===== src/hdl/phs_pkg.sv =====
// Shared types, codes and reset tables for the periodic housekeeping scheduler.
// Used by the channel interfaces, the report definition memory and the top level.
package phs_pkg;

    // Function codes of an input word.
    localparam logic [2:0] FUNC_TICK    = 3'd0;
    localparam logic [2:0] FUNC_ENABLE  = 3'd1;
    localparam logic [2:0] FUNC_DISABLE = 3'd2;
    localparam logic [2:0] FUNC_SET_IV  = 3'd3;
    localparam logic [2:0] FUNC_POOL_WR = 3'd4;

    // Kinds of an output word.
    localparam logic [1:0] KIND_ACK   = 2'd0;
    localparam logic [1:0] KIND_NACK  = 2'd1;
    localparam logic [1:0] KIND_HDR   = 2'd2;
    localparam logic [1:0] KIND_PARAM = 2'd3;

    typedef struct packed {
        logic [2:0]  func;
        logic [15:0] report_id;
        logic [7:0]  new_interval;
        logic [7:0]  pool_index;
        logic [15:0] pool_value;
    } t_in_word;

    typedef struct packed {
        logic [1:0]  kind;
        logic [15:0] out_report_id;
        logic [7:0]  out_param_id;
        logic [15:0] out_param_value;
        logic        last;
    } t_out_word;

    // One row of the report definition table.
    typedef struct packed {
        logic [15:0] rid;
        logic        en;
        logic [7:0]  intv;
        logic [7:0]  ticks;
        logic [2:0]  pcnt;
    } t_entry;

    typedef enum logic [2:0] {
        S_IDLE,
        S_LRD,
        S_LCHK,
        S_TRD,
        S_TEVAL,
        S_THDR,
        S_TPAR,
        S_FLUSH
    } t_state;

    // Power-on contents of a report definition row.
    function automatic t_entry entry_reset(input logic [2:0] row);
        t_entry e;
        e = '0;
        case (row)
            3'd0: begin
                e.rid = 16'd0;  e.en = 1'b1; e.intv = 8'd10; e.pcnt = 3'd4;
            end
            3'd1: begin
                e.rid = 16'd10; e.en = 1'b1; e.intv = 8'd30; e.pcnt = 3'd3;
            end
            3'd2: begin
                e.rid = 16'd11; e.en = 1'b1; e.intv = 8'd60; e.pcnt = 3'd6;
            end
            default: begin
                e = '0;
            end
        endcase
        return e;
    endfunction

    // Fixed parameter id lists: report 0 holds ids 0..3, report 1 ids 4..6,
    // report 2 ids 7..12.
    function automatic logic [7:0] param_list(input logic [2:0] row, input logic [2:0] col);
        logic [7:0] p;
        p = 8'd0;
        case (row)
            3'd0: if (col < 3'd4) p = 8'(col);
            3'd1: if (col < 3'd3) p = 8'(col) + 8'd4;
            3'd2: if (col < 3'd6) p = 8'(col) + 8'd7;
            default: p = 8'd0;
        endcase
        return p;
    endfunction

endpackage


===== src/hdl/phs_if.sv =====
// Valid/ready channel interfaces for input and result words.
// Depends on phs_pkg for the payload types.
interface phs_in_if;
    logic              valid;
    logic              ready;
    phs_pkg::t_in_word data;

    modport source (output valid, output data, input ready);
    modport sink   (input valid, input data, output ready);
endinterface

interface phs_out_if;
    logic               valid;
    logic               ready;
    phs_pkg::t_out_word data;

    modport source (output valid, output data, input ready);
    modport sink   (input valid, input data, output ready);
endinterface


===== src/hdl/phs_entry_mem.sv =====
// Report definition table: synchronous memory with registered read data.
// Per-row valid bits make unwritten rows read as their power-on contents (phs_pkg).
module phs_entry_mem #(
    parameter int DEPTH = 8,
    parameter int AW    = 3
) (
    input  logic                i_clk,
    input  logic                i_rst_n,
    input  logic                i_rd_en,
    input  logic [AW-1:0]       i_rd_addr,
    output phs_pkg::t_entry     o_rd_data,
    input  logic                i_wr_en,
    input  logic [AW-1:0]       i_wr_addr,
    input  phs_pkg::t_entry     i_wr_data
);

    phs_pkg::t_entry r_mem [DEPTH];
    logic [DEPTH-1:0] r_vld;
    phs_pkg::t_entry  r_data;
    logic             r_data_vld;
    logic [AW-1:0]    r_addr;

    always_ff @(posedge i_clk) begin
        if (i_wr_en) begin
            r_mem[i_wr_addr] <= i_wr_data;
        end
        if (i_rd_en) begin
            r_data <= r_mem[i_rd_addr];
            r_addr <= i_rd_addr;
        end
    end

    always_ff @(posedge i_clk) begin
        if (!i_rst_n) begin
            r_vld      <= '0;
            r_data_vld <= 1'b0;
        end else begin
            if (i_wr_en) begin
                r_vld[i_wr_addr] <= 1'b1;
            end
            if (i_rd_en) begin
                r_data_vld <= r_vld[i_rd_addr];
            end
        end
    end

    assign o_rd_data = r_data_vld ? r_data : phs_pkg::entry_reset(3'(r_addr));

endmodule


===== src/hdl/phs_pool_mem.sv =====
// Parameter value pool: synchronous memory with registered read data.
// Per-entry valid bits make unwritten entries read as zero after reset.
module phs_pool_mem #(
    parameter int DEPTH = 256,
    parameter int AW    = 8
) (
    input  logic          i_clk,
    input  logic          i_rst_n,
    input  logic          i_rd_en,
    input  logic [AW-1:0] i_rd_addr,
    output logic [15:0]   o_rd_data,
    input  logic          i_wr_en,
    input  logic [AW-1:0] i_wr_addr,
    input  logic [15:0]   i_wr_data
);

    logic [15:0]      r_mem [DEPTH];
    logic [DEPTH-1:0] r_vld;
    logic [15:0]      r_data;
    logic             r_data_vld;

    always_ff @(posedge i_clk) begin
        if (i_wr_en) begin
            r_mem[i_wr_addr] <= i_wr_data;
        end
        if (i_rd_en) begin
            r_data <= r_mem[i_rd_addr];
        end
    end

    always_ff @(posedge i_clk) begin
        if (!i_rst_n) begin
            r_vld      <= '0;
            r_data_vld <= 1'b0;
        end else begin
            if (i_wr_en) begin
                r_vld[i_wr_addr] <= 1'b1;
            end
            if (i_rd_en) begin
                r_data_vld <= r_vld[i_rd_addr];
            end
        end
    end

    assign o_rd_data = r_data_vld ? r_data : 16'd0;

endmodule


===== src/hdl/periodic_housekeeping_scheduler.sv =====
// Periodic housekeeping scheduler: one input word at a time, input ready only when idle.
// Command: the table is searched row by row (read, then check), then the result word is registered.
// Tick: each table row is read and evaluated, then each due report sends a header and its
// parameters, then the item is flushed; with the power-on parameter lists at most 16 words.
// Synchronous active-low reset restores the power-on report table and a zero pool at once
// through per-entry valid bits; there is no clearing pass.
module periodic_housekeeping_scheduler #(
    parameter int NUM_REPORTS = 8,
    parameter int MAX_PARAMS  = 7,
    parameter int POOL_DEPTH  = 256
) (
    input  logic      i_clk,
    input  logic      i_rst_n,
    phs_in_if.sink    i_in,
    phs_out_if.source o_out
);

    localparam int IW  = (NUM_REPORTS > 1) ? $clog2(NUM_REPORTS) : 1;
    localparam int PAW = $clog2(POOL_DEPTH);

    // Sequencer state and captured command fields.
    phs_pkg::t_state r_state, n_state;
    logic [IW-1:0]   r_idx, n_idx;
    logic [15:0]     r_rid, n_rid;
    logic [2:0]      r_func, n_func;
    logic [7:0]      r_niv, n_niv;
    logic [2:0]      r_j, n_j;
    logic [2:0]      r_cnt, n_cnt;
    logic [15:0]     r_hdr_id, n_hdr_id;

    // Result path: a pending word held back until we know whether it is the
    // last one of the item, then the output register.
    phs_pkg::t_out_word r_pend, n_pend;
    logic               r_pend_vld, n_pend_vld;
    phs_pkg::t_out_word r_out, n_out;
    logic               r_out_vld, n_out_vld;

    // Memory ports.
    logic             ent_rd_en;
    phs_pkg::t_entry  ent;
    logic             ent_wr_en;
    phs_pkg::t_entry  ent_wr_data;
    logic             pool_rd_en;
    logic [PAW-1:0]   pool_rd_addr;
    logic [15:0]      pool_rd_data;
    logic             pool_wr_en;

    // Control decodes.
    logic               accept;
    logic               out_free;
    logic               can_push;
    logic               last_idx;
    logic [7:0]         ticks_inc;
    logic               due;
    logic               id_match;
    logic [2:0]         cnt_cap;
    logic [7:0]         cur_pid;
    logic [7:0]         nxt_pid;
    logic               cur_in_pool;
    logic               idx_in_pool;
    logic               push_en;
    phs_pkg::t_out_word push_word;
    logic               flush;

    phs_entry_mem #(
        .DEPTH (NUM_REPORTS),
        .AW    (IW)
    ) u_entry_mem (
        .i_clk     (i_clk),
        .i_rst_n   (i_rst_n),
        .i_rd_en   (ent_rd_en),
        .i_rd_addr (r_idx),
        .o_rd_data (ent),
        .i_wr_en   (ent_wr_en),
        .i_wr_addr (r_idx),
        .i_wr_data (ent_wr_data)
    );

    phs_pool_mem #(
        .DEPTH (POOL_DEPTH),
        .AW    (PAW)
    ) u_pool_mem (
        .i_clk     (i_clk),
        .i_rst_n   (i_rst_n),
        .i_rd_en   (pool_rd_en),
        .i_rd_addr (pool_rd_addr),
        .o_rd_data (pool_rd_data),
        .i_wr_en   (pool_wr_en),
        .i_wr_addr (i_in.data.pool_index[PAW-1:0]),
        .i_wr_data (i_in.data.pool_value)
    );

    assign i_in.ready  = (r_state == phs_pkg::S_IDLE);
    assign accept      = i_in.valid & i_in.ready;
    assign o_out.valid = r_out_vld;
    assign o_out.data  = r_out;

    assign out_free  = !r_out_vld || o_out.ready;
    // Pushing a new word only needs room when an older word must move on.
    assign can_push  = !r_pend_vld || out_free;
    assign last_idx  = (r_idx == IW'(NUM_REPORTS - 1));
    assign ticks_inc = ent.ticks + 8'd1;
    assign due       = ent.en && (ticks_inc >= ent.intv);
    assign id_match  = (ent.rid == r_rid);
    assign cnt_cap   = (ent.pcnt > 3'(MAX_PARAMS)) ? 3'(MAX_PARAMS) : ent.pcnt;
    assign cur_pid   = phs_pkg::param_list(3'(r_idx), r_j);
    assign nxt_pid   = phs_pkg::param_list(3'(r_idx), 3'(r_j + 3'd1));
    // Parameter ids beyond the pool read as zero; pool writes there are dropped.
    assign cur_in_pool = ({1'b0, cur_pid} < 9'(POOL_DEPTH));
    assign idx_in_pool = ({1'b0, i_in.data.pool_index} < 9'(POOL_DEPTH));

    // Next state.
    always_comb begin
        n_state = r_state;
        case (r_state)
            phs_pkg::S_IDLE: begin
                if (accept) begin
                    if (i_in.data.func == phs_pkg::FUNC_TICK) begin
                        n_state = phs_pkg::S_TRD;
                    end else if (i_in.data.func == phs_pkg::FUNC_ENABLE ||
                                 i_in.data.func == phs_pkg::FUNC_DISABLE ||
                                 i_in.data.func == phs_pkg::FUNC_SET_IV) begin
                        n_state = phs_pkg::S_LRD;
                    end
                end
            end
            phs_pkg::S_LRD: begin
                n_state = phs_pkg::S_LCHK;
            end
            phs_pkg::S_LCHK: begin
                n_state = (id_match || last_idx) ? phs_pkg::S_FLUSH : phs_pkg::S_LRD;
            end
            phs_pkg::S_TRD: begin
                n_state = phs_pkg::S_TEVAL;
            end
            phs_pkg::S_TEVAL: begin
                if (due) begin
                    n_state = phs_pkg::S_THDR;
                end else begin
                    n_state = last_idx ? phs_pkg::S_FLUSH : phs_pkg::S_TRD;
                end
            end
            phs_pkg::S_THDR: begin
                if (can_push) begin
                    if (r_cnt == 3'd0) begin
                        n_state = last_idx ? phs_pkg::S_FLUSH : phs_pkg::S_TRD;
                    end else begin
                        n_state = phs_pkg::S_TPAR;
                    end
                end
            end
            phs_pkg::S_TPAR: begin
                if (can_push && (3'(r_j + 3'd1) == r_cnt)) begin
                    n_state = last_idx ? phs_pkg::S_FLUSH : phs_pkg::S_TRD;
                end
            end
            phs_pkg::S_FLUSH: begin
                if (!r_pend_vld || out_free) begin
                    n_state = phs_pkg::S_IDLE;
                end
            end
            default: begin
                n_state = phs_pkg::S_IDLE;
            end
        endcase
    end

    // Sequencer outputs: memory accesses, index updates and result words.
    always_comb begin
        ent_rd_en    = 1'b0;
        ent_wr_en    = 1'b0;
        ent_wr_data  = ent;
        pool_rd_en   = 1'b0;
        pool_rd_addr = cur_pid[PAW-1:0];
        pool_wr_en   = 1'b0;
        push_en      = 1'b0;
        push_word    = '0;
        flush        = 1'b0;
        n_idx        = r_idx;
        n_rid        = r_rid;
        n_func       = r_func;
        n_niv        = r_niv;
        n_j          = r_j;
        n_cnt        = r_cnt;
        n_hdr_id     = r_hdr_id;
        case (r_state)
            phs_pkg::S_IDLE: begin
                if (accept) begin
                    n_idx  = '0;
                    n_rid  = i_in.data.report_id;
                    n_func = i_in.data.func;
                    n_niv  = i_in.data.new_interval;
                    if (i_in.data.func == phs_pkg::FUNC_POOL_WR && idx_in_pool) begin
                        pool_wr_en = 1'b1;
                    end
                end
            end
            phs_pkg::S_LRD, phs_pkg::S_TRD: begin
                ent_rd_en = 1'b1;
            end
            phs_pkg::S_LCHK: begin
                // The pending slot is always empty here, so the answer goes straight in.
                if (id_match) begin
                    ent_wr_en = 1'b1;
                    if (r_func == phs_pkg::FUNC_SET_IV) begin
                        ent_wr_data.intv = r_niv;
                    end else begin
                        ent_wr_data.en    = (r_func == phs_pkg::FUNC_ENABLE);
                        ent_wr_data.ticks = 8'd0;
                    end
                    push_en        = 1'b1;
                    push_word.kind = phs_pkg::KIND_ACK;
                end else if (last_idx) begin
                    push_en                 = 1'b1;
                    push_word.kind          = phs_pkg::KIND_NACK;
                    push_word.out_report_id = r_rid;
                end else begin
                    n_idx = IW'(r_idx + 1'b1);
                end
            end
            phs_pkg::S_TEVAL: begin
                if (ent.en) begin
                    ent_wr_en         = 1'b1;
                    ent_wr_data.ticks = due ? 8'd0 : ticks_inc;
                end
                if (due) begin
                    n_hdr_id = ent.rid;
                    n_cnt    = cnt_cap;
                    n_j      = 3'd0;
                end else if (!last_idx) begin
                    n_idx = IW'(r_idx + 1'b1);
                end
            end
            phs_pkg::S_THDR: begin
                if (can_push) begin
                    push_en                 = 1'b1;
                    push_word.kind          = phs_pkg::KIND_HDR;
                    push_word.out_report_id = r_hdr_id;
                    if (r_cnt == 3'd0) begin
                        if (!last_idx) begin
                            n_idx = IW'(r_idx + 1'b1);
                        end
                    end else begin
                        // First parameter: r_j is zero here.
                        pool_rd_en   = 1'b1;
                        pool_rd_addr = cur_pid[PAW-1:0];
                    end
                end
            end
            phs_pkg::S_TPAR: begin
                if (can_push) begin
                    push_en                   = 1'b1;
                    push_word.kind            = phs_pkg::KIND_PARAM;
                    push_word.out_param_id    = cur_pid;
                    push_word.out_param_value = cur_in_pool ? pool_rd_data : 16'd0;
                    if (3'(r_j + 3'd1) == r_cnt) begin
                        if (!last_idx) begin
                            n_idx = IW'(r_idx + 1'b1);
                        end
                    end else begin
                        n_j          = 3'(r_j + 3'd1);
                        pool_rd_en   = 1'b1;
                        pool_rd_addr = nxt_pid[PAW-1:0];
                    end
                end
            end
            phs_pkg::S_FLUSH: begin
                flush = r_pend_vld && out_free;
            end
            default: begin
                flush = 1'b0;
            end
        endcase
    end

    // Result path. A pushed word displaces the pending one into the output
    // register without the last flag; the flush at the end of an item sends
    // the pending word with the last flag set.
    always_comb begin
        n_pend     = r_pend;
        n_pend_vld = r_pend_vld;
        n_out      = r_out;
        n_out_vld  = r_out_vld && !o_out.ready;
        if (push_en) begin
            if (r_pend_vld) begin
                n_out      = r_pend;
                n_out.last = 1'b0;
                n_out_vld  = 1'b1;
            end
            n_pend     = push_word;
            n_pend_vld = 1'b1;
        end else if (flush) begin
            n_out      = r_pend;
            n_out.last = 1'b1;
            n_out_vld  = 1'b1;
            n_pend_vld = 1'b0;
        end
    end

    always_ff @(posedge i_clk) begin
        if (!i_rst_n) begin
            r_state    <= phs_pkg::S_IDLE;
            r_pend_vld <= 1'b0;
            r_out_vld  <= 1'b0;
        end else begin
            r_state    <= n_state;
            r_pend_vld <= n_pend_vld;
            r_out_vld  <= n_out_vld;
        end
    end

    always_ff @(posedge i_clk) begin
        r_idx    <= n_idx;
        r_rid    <= n_rid;
        r_func   <= n_func;
        r_niv    <= n_niv;
        r_j      <= n_j;
        r_cnt    <= n_cnt;
        r_hdr_id <= n_hdr_id;
        r_pend   <= n_pend;
        r_out    <= n_out;
    end

endmodule

===== src/flat_wrapper.sv =====
// flat-port wrapper written by rule: the top's interface ports become plain ports
module periodic_housekeeping_scheduler_flat 
#(
    parameter int NUM_REPORTS = 8,
    parameter int MAX_PARAMS  = 7,
    parameter int POOL_DEPTH  = 256
)
  (i_clk, i_rst_n, i_in_valid, i_in_data, i_in_ready, o_out_valid, o_out_data, o_out_ready);
  phs_in_if i_in_i ();
  phs_out_if o_out_i ();
  input  logic i_clk;
  input  logic i_rst_n;
  input wire logic [$bits(i_in_i.valid)-1:0] i_in_valid;
  input wire logic [$bits(i_in_i.data)-1:0] i_in_data;
  output wire logic [$bits(i_in_i.ready)-1:0] i_in_ready;
  output wire logic [$bits(o_out_i.valid)-1:0] o_out_valid;
  output wire logic [$bits(o_out_i.data)-1:0] o_out_data;
  input wire logic [$bits(o_out_i.ready)-1:0] o_out_ready;
  assign i_in_i.valid = i_in_valid;
  assign i_in_i.data = i_in_data;
  assign i_in_ready = i_in_i.ready;
  assign o_out_valid = o_out_i.valid;
  assign o_out_data = o_out_i.data;
  assign o_out_i.ready = o_out_ready;
  periodic_housekeeping_scheduler #(.NUM_REPORTS(NUM_REPORTS), .MAX_PARAMS(MAX_PARAMS), .POOL_DEPTH(POOL_DEPTH)) u_core (.i_clk(i_clk), .i_rst_n(i_rst_n), .i_in(i_in_i), .o_out(o_out_i));
endmodule

===== config.mk =====
export PLATFORM = sky130hd
export DESIGN_NAME = periodic_housekeeping_scheduler_flat
export DESIGN_NICKNAME = d
export VERILOG_FILES = /design/src/hdl/phs_pkg.sv /design/src/hdl/phs_if.sv /design/src/hdl/phs_entry_mem.sv /design/src/hdl/phs_pool_mem.sv /design/src/hdl/periodic_housekeeping_scheduler.sv /design/src/flat_wrapper.sv
export SDC_FILE = /design/constraint.sdc
export NUM_CORES = 1
export LEC_CHECK = 0
export BUFFER_PORTS_ARGS = -buffer_cell sky130_fd_sc_hd__buf_2
export CAP_MARGIN = 40
export CELL_PAD_IN_SITES_DETAIL_PLACEMENT = 0
export CELL_PAD_IN_SITES_GLOBAL_PLACEMENT = 1
export CORE_ASPECT_RATIO = 0.6
export CORE_MARGIN = 2
export CORE_UTILIZATION = 40
export CTS_CLUSTER_SIZE = 12
export DETAILED_ROUTE_END_ITERATION = 8
export PLACE_DENSITY_LB_ADDON = 0.1
export SLEW_MARGIN = 10
export SYNTH_ARGS = -nofsm -noshare
export SYNTH_HDL_FRONTEND = slang
export SYNTH_MEMORY_MAX_BITS = 65536
export SYNTH_SLANG_ARGS = --single-unit
export TNS_END_PERCENT = 50

===== constraint.sdc =====
create_clock -name i_clk -period 7.5 [get_ports i_clk]
set_clock_uncertainty 0.15 [all_clocks]
set_input_delay 1.5 -clock i_clk [delete_from_list [all_inputs] [get_ports i_clk]]
set_output_delay 1.5 -clock i_clk [all_outputs]
set_load 0.005 [all_outputs]

==> run summary, run 1 <==
Clock power frac = 0.377
clk slew on worst S/H paths = 0.06 ns
Top-Level Pins = 100
Final Cycle Share = 0.635
WL met3 = 5270 um
final hold violation count = 0
Fin Setup TNS = 0 ns
Final #Nets = 2003
slew at the pin closest to its max-slew limit = 1.28 ns
delay-heaviest family, CP = simple AND/OR/NAND/NOR gates
clk buf depth = 3
total power = 9.28 mW
yosys warns = 0
Crit-path slowest cell = nor2b_4
die area = 0.0766 mm^2
routability cong. = 0.773
vias in the first global route = 16200
internal power = 7.06 mW
Rel. slew slack = 0.144
clock root cell = clkbuf_16
WL met2 = 32000 um
row count = 77
status = complete, no violations
Initial Util = 0.404
GR Overflow Total = 0
CP Class = reg2reg
Sink Count = 759
slack of the critical path = 2.74 ns
initial antenna violation count = 4
CP max FO = 39
DRC viols = 0
worst path cell trace = buf_4 > nor4b_2 > buf_4 > o21a_1 > o211ai_1 > nor4_2 > and3b_1 > nor2_1 > buf_4 > nor2b_4 > buf_4
NetSw = 2.22 mW
TritonCTS Buffers = 75
DR vias/cell = 5.56
layout cells sized above 1 = 0.179
maximum VDD drop = 0.000138 V
Worst setup EP type = flop
final WL = 78700 um
number of synthesized register bits = 759
DIE WIDTH = 356 um
pre-CTS setup slack = 2.73 ns
crit path DAT = 4.88 ns
Syn Area/Cell = 16.6 um^2
router iterations before antenna repair = 5
Yosys cell types = 79
WP data required = 7.62 ns
core area = 0.0736 mm^2
leak pwr = 11.6 nW
leading register cell type out of synthesis = edfxtp_1
Net Sw Frac = 0.239
Synth-to-Final Area Change = 15.0%
Hold Crit Class = reg2reg
hold_buf cts = 0
wire per inst = 26.5 um
top layer in use = met5
detailed placer's ending HPWL = 47000 um
Buffers on Ports = 95
RSZ-0062 raised after global routing = no
Routed Antenna Nets = 0
Setup Buffers After CTS = 0
register area share after synthesis = 0.756
max cap viols = 0
Crit path top cell by count = buf_4
first-pass GRT wire length = 114000 um
post-cts sizing count = 0
Worst path max stage delay = 0.68 ns
Die H = 215 um
CTS tree = done
final setup fails = 0
Post-synth EDFFs = 728
power share of the combinational group = 0.101
worst path bufs/invs = 4
CP startpoint kind = flop
pin count of the biggest net entering global routing = 167
fin crit period = 4.76 ns
H-tree levels = 3
wl on met1 = 40000 um
GRT Util Overall = 0.206
cell area power density = 271 mW/mm^2
Fmax = 0.210 GHz
Seq pwr share = 0.522
clk_lat worst skew = 0.62 ns
Syn Inst Count = 1787
Slew Limit Fails = 0
vias = 16500
Post-Syn Area = 0.0297 mm^2
initial DRC count = 1807
Async SR Flop Fraction = 0
==> power groups by stage <==
stage / clock network [mW] / logic, mW / registers, mW
after global routing: 3.75 / 1.02 / 4.85
after global placement: 0 / 0.911 / 4.93
after floorplan: 0 / 0.583 / 4.91
after detailed placement: 0 / 0.936 / 4.93
after CTS: 3.58 / 0.937 / 4.84
final: 3.50 / 0.938 / 4.84
==> logic make-up after synthesis <==
family | count (synthesis) | share of synthesized area
buffers and inverters | 113 | 0.0192
adders and majority gates | 16 | 0.00673
AOI/OAI and AO/OA | 369 | 0.0912
and+or+nand+nor | 351 | 0.0634
muxes | 161 | 0.0580
other | 1 | 0.000126
DFF | 759 | 0.756
xor gates and xnor gates | 17 | 0.00551
==> metrics by stage <==
step / utilization / instance area [um^2] / hold slack (ns) / instances
floorplan: - / 29800 / 0.250 / 1790
global placement: 0.428 / 31500 / 0.252 / 2821
detailed placement: 0.435 / 32000 / 0.256 / 2842
CTS: 0.465 / 34200 / 0.270 / 2965
global route: 0.465 / 34200 / 0.275 / 2965
finish: 0.465 / 34200 / 0.269 / 2966
==> final timing paths <==
| kind | end | slack, ns | start | depth (start not counted) |
|---|---|---|---|---|
| worst min register to register | u_core.o_out.data[8] | 0.27 | u_core.r_pend[8] | 0 |
| worst max-delay path | u_core.u_entry_mem.r_mem[4][30] | 2.74 | u_core.u_entry_mem.r_data_vld | 11 |
| worst min-delay path | u_core.o_out.data[8] | 0.27 | u_core.r_pend[8] | 0 |
| worst max register to register | u_core.u_entry_mem.r_mem[4][30] | 2.74 | u_core.u_entry_mem.r_data_vld | 11 |
==> state kept, by name, indices dropped and copies added, names as in the netlist <==
name,count
u_core.o_out.data,39
u_core.o_out.valid,1
u_core.r_cnt,3
u_core.r_func,3
u_core.r_hdr_id,16
u_core.r_idx,3
u_core.r_j,3
u_core.r_niv,8
u_core.r_pend,38
u_core.r_pend_vld,1
u_core.r_rid,16
u_core.r_state,3
u_core.u_entry_mem.r_addr,3
u_core.u_entry_mem.r_data,36
u_core.u_entry_mem.r_data_vld,1
u_core.u_entry_mem.r_mem,288
u_core.u_entry_mem.r_vld,8
u_core.u_pool_mem.r_data,16
u_core.u_pool_mem.r_data_vld,1
u_core.u_pool_mem.r_mem,256
u_core.u_pool_mem.r_vld,16
==> metal layers <==
layer	vias to the layer above	global-route usage
li1	7413	-
met1	8426	0.338
met2	558	0.277
met3	98	0.0392
met4	2	0.0484
met5	-	0
==> Yosys cell counts, drive strengths merged, types with 7 or more instances <==
| master | number | area (um^2) |
|---|---|---|
| dfxtp | 31 | 621 |
| nand2b | 7 | 43.8 |
| nand3 | 15 | 87.6 |
| nand4 | 39 | 244 |
| o21ai | 27 | 135 |
| a221o | 17 | 170 |
| a211oi | 37 | 343 |
| a21oi | 60 | 300 |
| inv | 22 | 82.6 |
| mux2 | 37 | 420 |
| o22ai | 20 | 125 |
| a22oi | 137 | 1030 |
| a22o | 17 | 149 |
| nor2 | 90 | 340 |
| buf | 36 | 282 |
| ha | 16 | 200 |
| a31o | 7 | 61.3 |
| nor3 | 19 | 106 |
| edfxtp | 728 | 21900 |
| clkbuf | 54 | 203 |
| and2 | 23 | 144 |
| o21a | 12 | 90.1 |
| nand2 | 57 | 230 |
| nor2b | 50 | 313 |
| mux2i | 122 | 1260 |
| xnor2 | 11 | 96.3 |
| and3 | 18 | 113 |
==> cells in the final DEF, fill, tap and decap left out, drive strengths merged, types with 4 or more instances in the layout <==
cell type | netlist | routed
o21a | 12 | 12
nor4bb | 5 | 5
clkinv | 1 | 7
a211oi | 37 | 37
mux2i | 122 | 122
a221o | 17 | 17
xor2 | 5 | 5
nor2b | 50 | 50
nor4 | 4 | 4
conb | 1 | 4
nand3b | 6 | 6
or2 | 6 | 6
inv | 22 | 22
dfxtp | 31 | 31
a22oi | 137 | 137
xnor2 | 11 | 11
a222oi | 4 | 4
a21oi | 60 | 60
mux2 | 37 | 37
nor3 | 19 | 19
edfxtp | 728 | 728
nand2 | 57 | 57
nand4 | 39 | 39
nor2 | 90 | 90
a31o | 7 | 7
o22ai | 20 | 20
a22o | 17 | 17
ha | 16 | 16
and3 | 18 | 18
nand3 | 15 | 15
nand2b | 7 | 7
o21ai | 27 | 27
and2 | 23 | 23
buf | 36 | 155
clkbuf | 54 | 117
a31oi | 4 | 4
==> area by class of cell <==
class                           count  area (um^2)
Clock inverter                      6         30.0
Sequential cell                   759        22500
Timing Repair Buffer              155         1270
Multi-Input combinational cell    918         6940
Fill cell                        6331        39400
Antenna cell                        1         2.50
Clock buffer                      117         2160
Inverter                           23         86.3
Tap cell                          987         1230
==> worst reg2reg max path: cells and delay by family, from the launching register on <==
family | cells | cell delay (ns)
compound gates | 2 | 0.25
buf+inv | 4 | 1.23
flops | 1 | 0.34
simple gates | 5 | 2.43
Power figures use the tool's default switching activity.
==> inputs of run 2 (changes only) <==
- ABC_AREA: not set -> 1
- clock period: 7.5 -> 4.4 ns (I/O delays scaled with it)
==> run 2 against run 1 <==
- wire length up 2.4%
- synthesized cell count grew 26%
- first-iteration DRC count rose by 0.11%
- via count rose by 9.6%
- utilization is 0.098 points lower
- non-clock buffer count grew 16
- cell area about the same
- critical endpoint is now u_core.u_entry_mem.r_mem[4][3]
- sequential power grew 65%
- combinational power decreased by 23%
- highest routed layer is now met4
- total power grew 58%
- setup slack worse by 2.4 ns
- critical path type unchanged
- largest cell class unchanged
==> run summary, run 2 <==
Synth top cells by count = edfxtp_1, nand2_1, nand3_1, inv_1, nor2_1
Largest Register = u_core.u_entry_mem.r_mem
Post-synth EDFFs = 728
WP data required = 4.51 ns
worst path bufs/invs = 2
number of synthesized register bits = 759
Die H = 216 um
CP max FO = 9
router iterations before antenna repair = 7
Routed Antenna Nets = 0
Synth area leaders = edfxtp_1, nand2_1, nand3_1, dfxtp_1, inv_1
Reg2Reg Depth = 17
Hold Crit Class = reg2reg
Buffers on Ports = 95
Fin Setup TNS = 0 ns
Final #Nets = 2476
Final Cycle Share = 0.912
Fmax = 0.249 GHz
final hold slack = 0.260 ns
hold_buf cts = 0
CTS tree = done
yosys warns = 0
Syn Inst Count = 2256
initial DRC count = 1809
Crit-path slowest cell = dfxtp_1
Worst setup EP type = flop
leading register cell type out of synthesis = edfxtp_1
Synth top area share = 0.732
clk buf depth = 3
leak pwr = 12.0 nW
DRC viols = 0
Yosys cell types = 48
max FFs per register = 288
Crit path top cell by count = nand2_1
Post-Syn Area = 0.0298 mm^2
fin area = 0.0342 mm^2
final WL = 80600 um
worst path cell trace = nand2_1 > nor3_1 > nand3_1 > nor2_1 > nand2_1 > xnor2_1 > inv_1 > ha_1 > nand2_1 > nor2_1 > nand4_1 > o2111ai_1 > nand2_1 > nand2_1 > inv_1 > nand3_1 > o21ai_0
most common cell in the netlist = edfxtp_1
Synth-to-Final Area Change = 14.5%
wire per inst = 23.5 um
layout cells sized above 1 = 0.134
slew at the pin closest to its max-slew limit = 0.821 ns
die area = 0.0769 mm^2
CP Class = reg2reg
Initial Util = 0.405
Rel. slew slack = 0.451
Async SR Flop Fraction = 0
ANT cells = 0
crit path DAT = 4.12 ns
clk slew on worst S/H paths = 0.06 ns
GR Overflow Total = 0
row count = 77
Setup Buffers After CTS = 0
fin crit period = 4.01 ns
Worst Hold Depth = 0
pin count of the biggest net entering global routing = 137
Syn Area/Cell = 13.2 um^2
vias in the first global route = 17300
cell taking the most area after synthesis = edfxtp_1
final setup fails = 0
pre-CTS setup slack = 0.460 ns
Top-Level Pins = 100
TritonCTS Buffers = 76
Post-DP Area = 0.0320 mm^2
GRT Util Overall = 0.210
vias = 18100
Worst path max stage delay = 0.58 ns
cell area power density = 429 mW/mm^2
status = complete, no violations
final hold violation count = 0
routability cong. = 0.835
DR vias/cell = 5.27
total power = 14.6 mW
Sink Count = 759
detailed placer's ending HPWL = 48100 um
DIE WIDTH = 357 um
Slew Limit Fails = 0
WP depth = 17
post-cts sizing count = 0
H-tree levels = 3
first-pass GRT wire length = 118000 um
CP startpoint kind = flop
maximum VDD drop = 0.000226 V
register area share after synthesis = 0.753
core area = 0.0737 mm^2
initial antenna violation count = 1
commonest cells after routing, fill and taps aside = edfxtp_1, nand2_1, nand3_1
delay-heaviest family, CP = simple AND/OR/NAND/NOR gates
clock root cell = clkbuf_16
RSZ-0062 raised after global routing = no
clk_lat worst skew = 0.63 ns
slack of the critical path = 0.386 ns
most common cell after layout, fill and taps aside = edfxtp_1
max cap viols = 0
## run 2: final cells by class
type | instances | area (um^2)
inverters | 150 | 574
clock buffers | 107 | 2060
multi-input cells | 1247 | 6360
repair buffers | 171 | 1350
flip-flops and latches | 759 | 22500
clock inverters | 11 | 115
fillers | 6508 | 39500
well taps | 987 | 1230
## run 2: power by group
| group | switching [mW] | total, mW | internal, mW |
|---|---|---|---|
| registers | 0.0371 | 8.00 | 7.96 |
| logic | 0.496 | 0.725 | 0.229 |
| clock network | 2.62 | 5.92 | 3.30 |
| total | 3.15 | 14.6 | 11.5 |
## run 2: per-layer routing
metal  track usage  wire (um)  share of wire  vias to the layer above
met5             0          0              0                        -
met3        0.0414       5230          0.065                       84
met1         0.347      41500           0.52                     9067
met4        0.0429       1250          0.015                        0
met2         0.282      32600           0.40                      514
li1              -          -              -                     8412
## run 2: final timing paths
check / start / endpoint / slack, ns
max reg2reg: u_core.u_entry_mem.r_data_vld / u_core.u_entry_mem.r_mem[4][3] / 0.39
min: u_core.r_pend[19] / u_core.o_out.data[19] / 0.26
min reg2reg: u_core.r_pend[19] / u_core.o_out.data[19] / 0.26
max: u_core.u_entry_mem.r_data_vld / u_core.u_entry_mem.r_mem[4][3] / 0.39
## run 2: stage by stage
| step | instances | utilization |
|---|---|---|
| floorplan | 2259 | - |
| global placement | 3312 | 0.433 |
| detailed placement | 3314 | 0.434 |
| CTS | 3432 | 0.464 |
| global route | 3432 | 0.464 |
| finish | 3432 | 0.464 |
## run 2: kinds of logic after synthesis
kind of cell	count (synthesis)	synth area share
and+or+nand+nor	971	0.139
DFF	759	0.753
buffers and inverters	253	0.0389
AOI/OAI and AO/OA	237	0.0562
xor gates and xnor gates	19	0.00558
adders and majority gates	16	0.00671
other	1	0.000126
==> inputs of run 3 (changes only) <==
- ABC_AREA: 1 -> not set
==> run 3 against run 2 <==
- global-route usage down 0.45 points
- largest power group unchanged
- wire length is 2.6% lower
- via count down 7.8%
- cell area rose by 0.60%
- count of clock-buffer cells in the layout rose by 5
==> run summary, run 3 (synthesized netlist as in run 1, its figures left out) <==
max FFs per register = 288
core area = 0.0736 mm^2
WP data required = 4.52 ns
final hold violation count = 0
initial antenna violation count = 1
Final #Nets = 2040
Rel. slew slack = 0.401
CP Class = reg2reg
total power = 16.0 mW
Fmax = 0.250 GHz
fin area = 0.0344 mm^2
Post-DP Area = 0.0321 mm^2
GR Overflow Total = 0
H-tree levels = 3
post-cts sizing count = 0
clk buf depth = 3
Routed Antenna Nets = 0
GRT Util Overall = 0.206
cell area power density = 464 mW/mm^2
clk slew on worst S/H paths = 0.06 ns
layout cells sized above 1 = 0.194
Worst path max stage delay = 0.50 ns
vias in the first global route = 16200
die area = 0.0766 mm^2
CP max FO = 16
delay-heaviest family, CP = simple AND/OR/NAND/NOR gates
CTS tree = done
hold_buf cts = 0
Die H = 215 um
fin crit period = 4.01 ns
slew at the pin closest to its max-slew limit = 0.894 ns
pin count of the biggest net entering global routing = 52
router iterations before antenna repair = 5
Initial Util = 0.404
slack of the critical path = 0.393 ns
Hold Crit Class = reg2reg
vias = 16700
routability cong. = 0.800
DRC viols = 0
Crit-path slowest cell = dfxtp_2
clk_lat worst skew = 0.63 ns
worst path cell trace = and2_1 > ha_1 > and3_1 > and4_1 > nor2b_1 > o21a_1 > ha_1 > a2111oi_0 > o21ai_0 > nand3_1 > inv_1 > nor3_1
Synth-to-Final Area Change = 15.6%
Worst setup EP type = flop
row count = 77
Fin Setup TNS = 0 ns
fin util = 0.467
most common cell after layout, fill and taps aside = edfxtp_1
final setup fails = 0
TritonCTS Buffers = 76
pre-CTS setup slack = 0.290 ns
Top-Level Pins = 100
Setup Buffers After CTS = 0
Slew Limit Fails = 0
CP startpoint kind = flop
detailed placer's ending HPWL = 49200 um
DR vias/cell = 5.55
max cap viols = 0
RSZ-0062 raised after global routing = no
Final Cycle Share = 0.911
Crit path top cell by count = ha_1
Largest Register = u_core.u_entry_mem.r_mem
first-pass GRT wire length = 114000 um
wire per inst = 26.1 um
maximum VDD drop = 0.000302 V
status = complete, no violations
worst path bufs/invs = 1
crit path DAT = 4.13 ns
initial DRC count = 1662
clock root cell = clkbuf_16
final WL = 78500 um
Buffers on Ports = 95
Sink Count = 759
commonest cells after routing, fill and taps aside = edfxtp_1, a22oi_1, mux2i_1
leak pwr = 11.7 nW
DIE WIDTH = 356 um
run 3: changes by cell type in the layout (fill, tap and decap cells not counted), sizes merged, moves of 20 or more:
cell / delta
a21oi: +24
and2: +23
nand2: -466
o21ai: -26
nor2b: +50
mux2: +37
a211oi: +36
inv: -123
nand3: -249
mux2i: +122
a22oi: +87
a221oi: -33
buf: +20
nor2: -45
run 3: final timing paths:
| path | cells after the start | slack [ns] | from | to |
|---|---|---|---|---|
| min | 0 | 0.27 | u_core.r_pend[32] | u_core.o_out.data[32] |
| min reg2reg | 0 | 0.27 | u_core.r_pend[32] | u_core.o_out.data[32] |
| max | 12 | 0.39 | u_core.u_entry_mem.r_data_vld | u_core.r_idx[0] |
| max reg2reg | 12 | 0.39 | u_core.u_entry_mem.r_data_vld | u_core.r_idx[0] |
run 3: metrics by stage:
stage	cells	hold slack, ns
after global placement	2871	0.251
after CTS	3002	0.226
final	3005	0.266
after global routing	3003	0.225
after floorplan	1790	0.250
after detailed placement	2878	0.255
run 3: cell type report:
class	instances	area (um^2)
multi-input combinational	918	6870
tap	987	1230
clock inverter	12	82.6
antenna	3	7.51
sequential	759	22500
fill	6334	39200
inverter	23	86.3
timing repair buffer	191	1470
clock buffer	112	2140
run 3: layer usage:
layer / wire [um] / vias up / share of wire / GRT usage
li1: - / 7495 / - / -
met1: 40800 / 8532 / 0.52 / 0.343
met5: 0 / - / 0 / 0
met3: 5680 / 101 / 0.072 / 0.0487
met2: 30600 / 540 / 0.39 / 0.265
met4: 1390 / 0 / 0.018 / 0.0443
run 3: where the power goes:
group          leakage (nW)  switching [mW]  internal [mW]
clock network          1.08            2.66           3.36
registers              6.87           0.109           8.16
logic                  3.80            1.11          0.563
total                  11.7            3.87           12.1
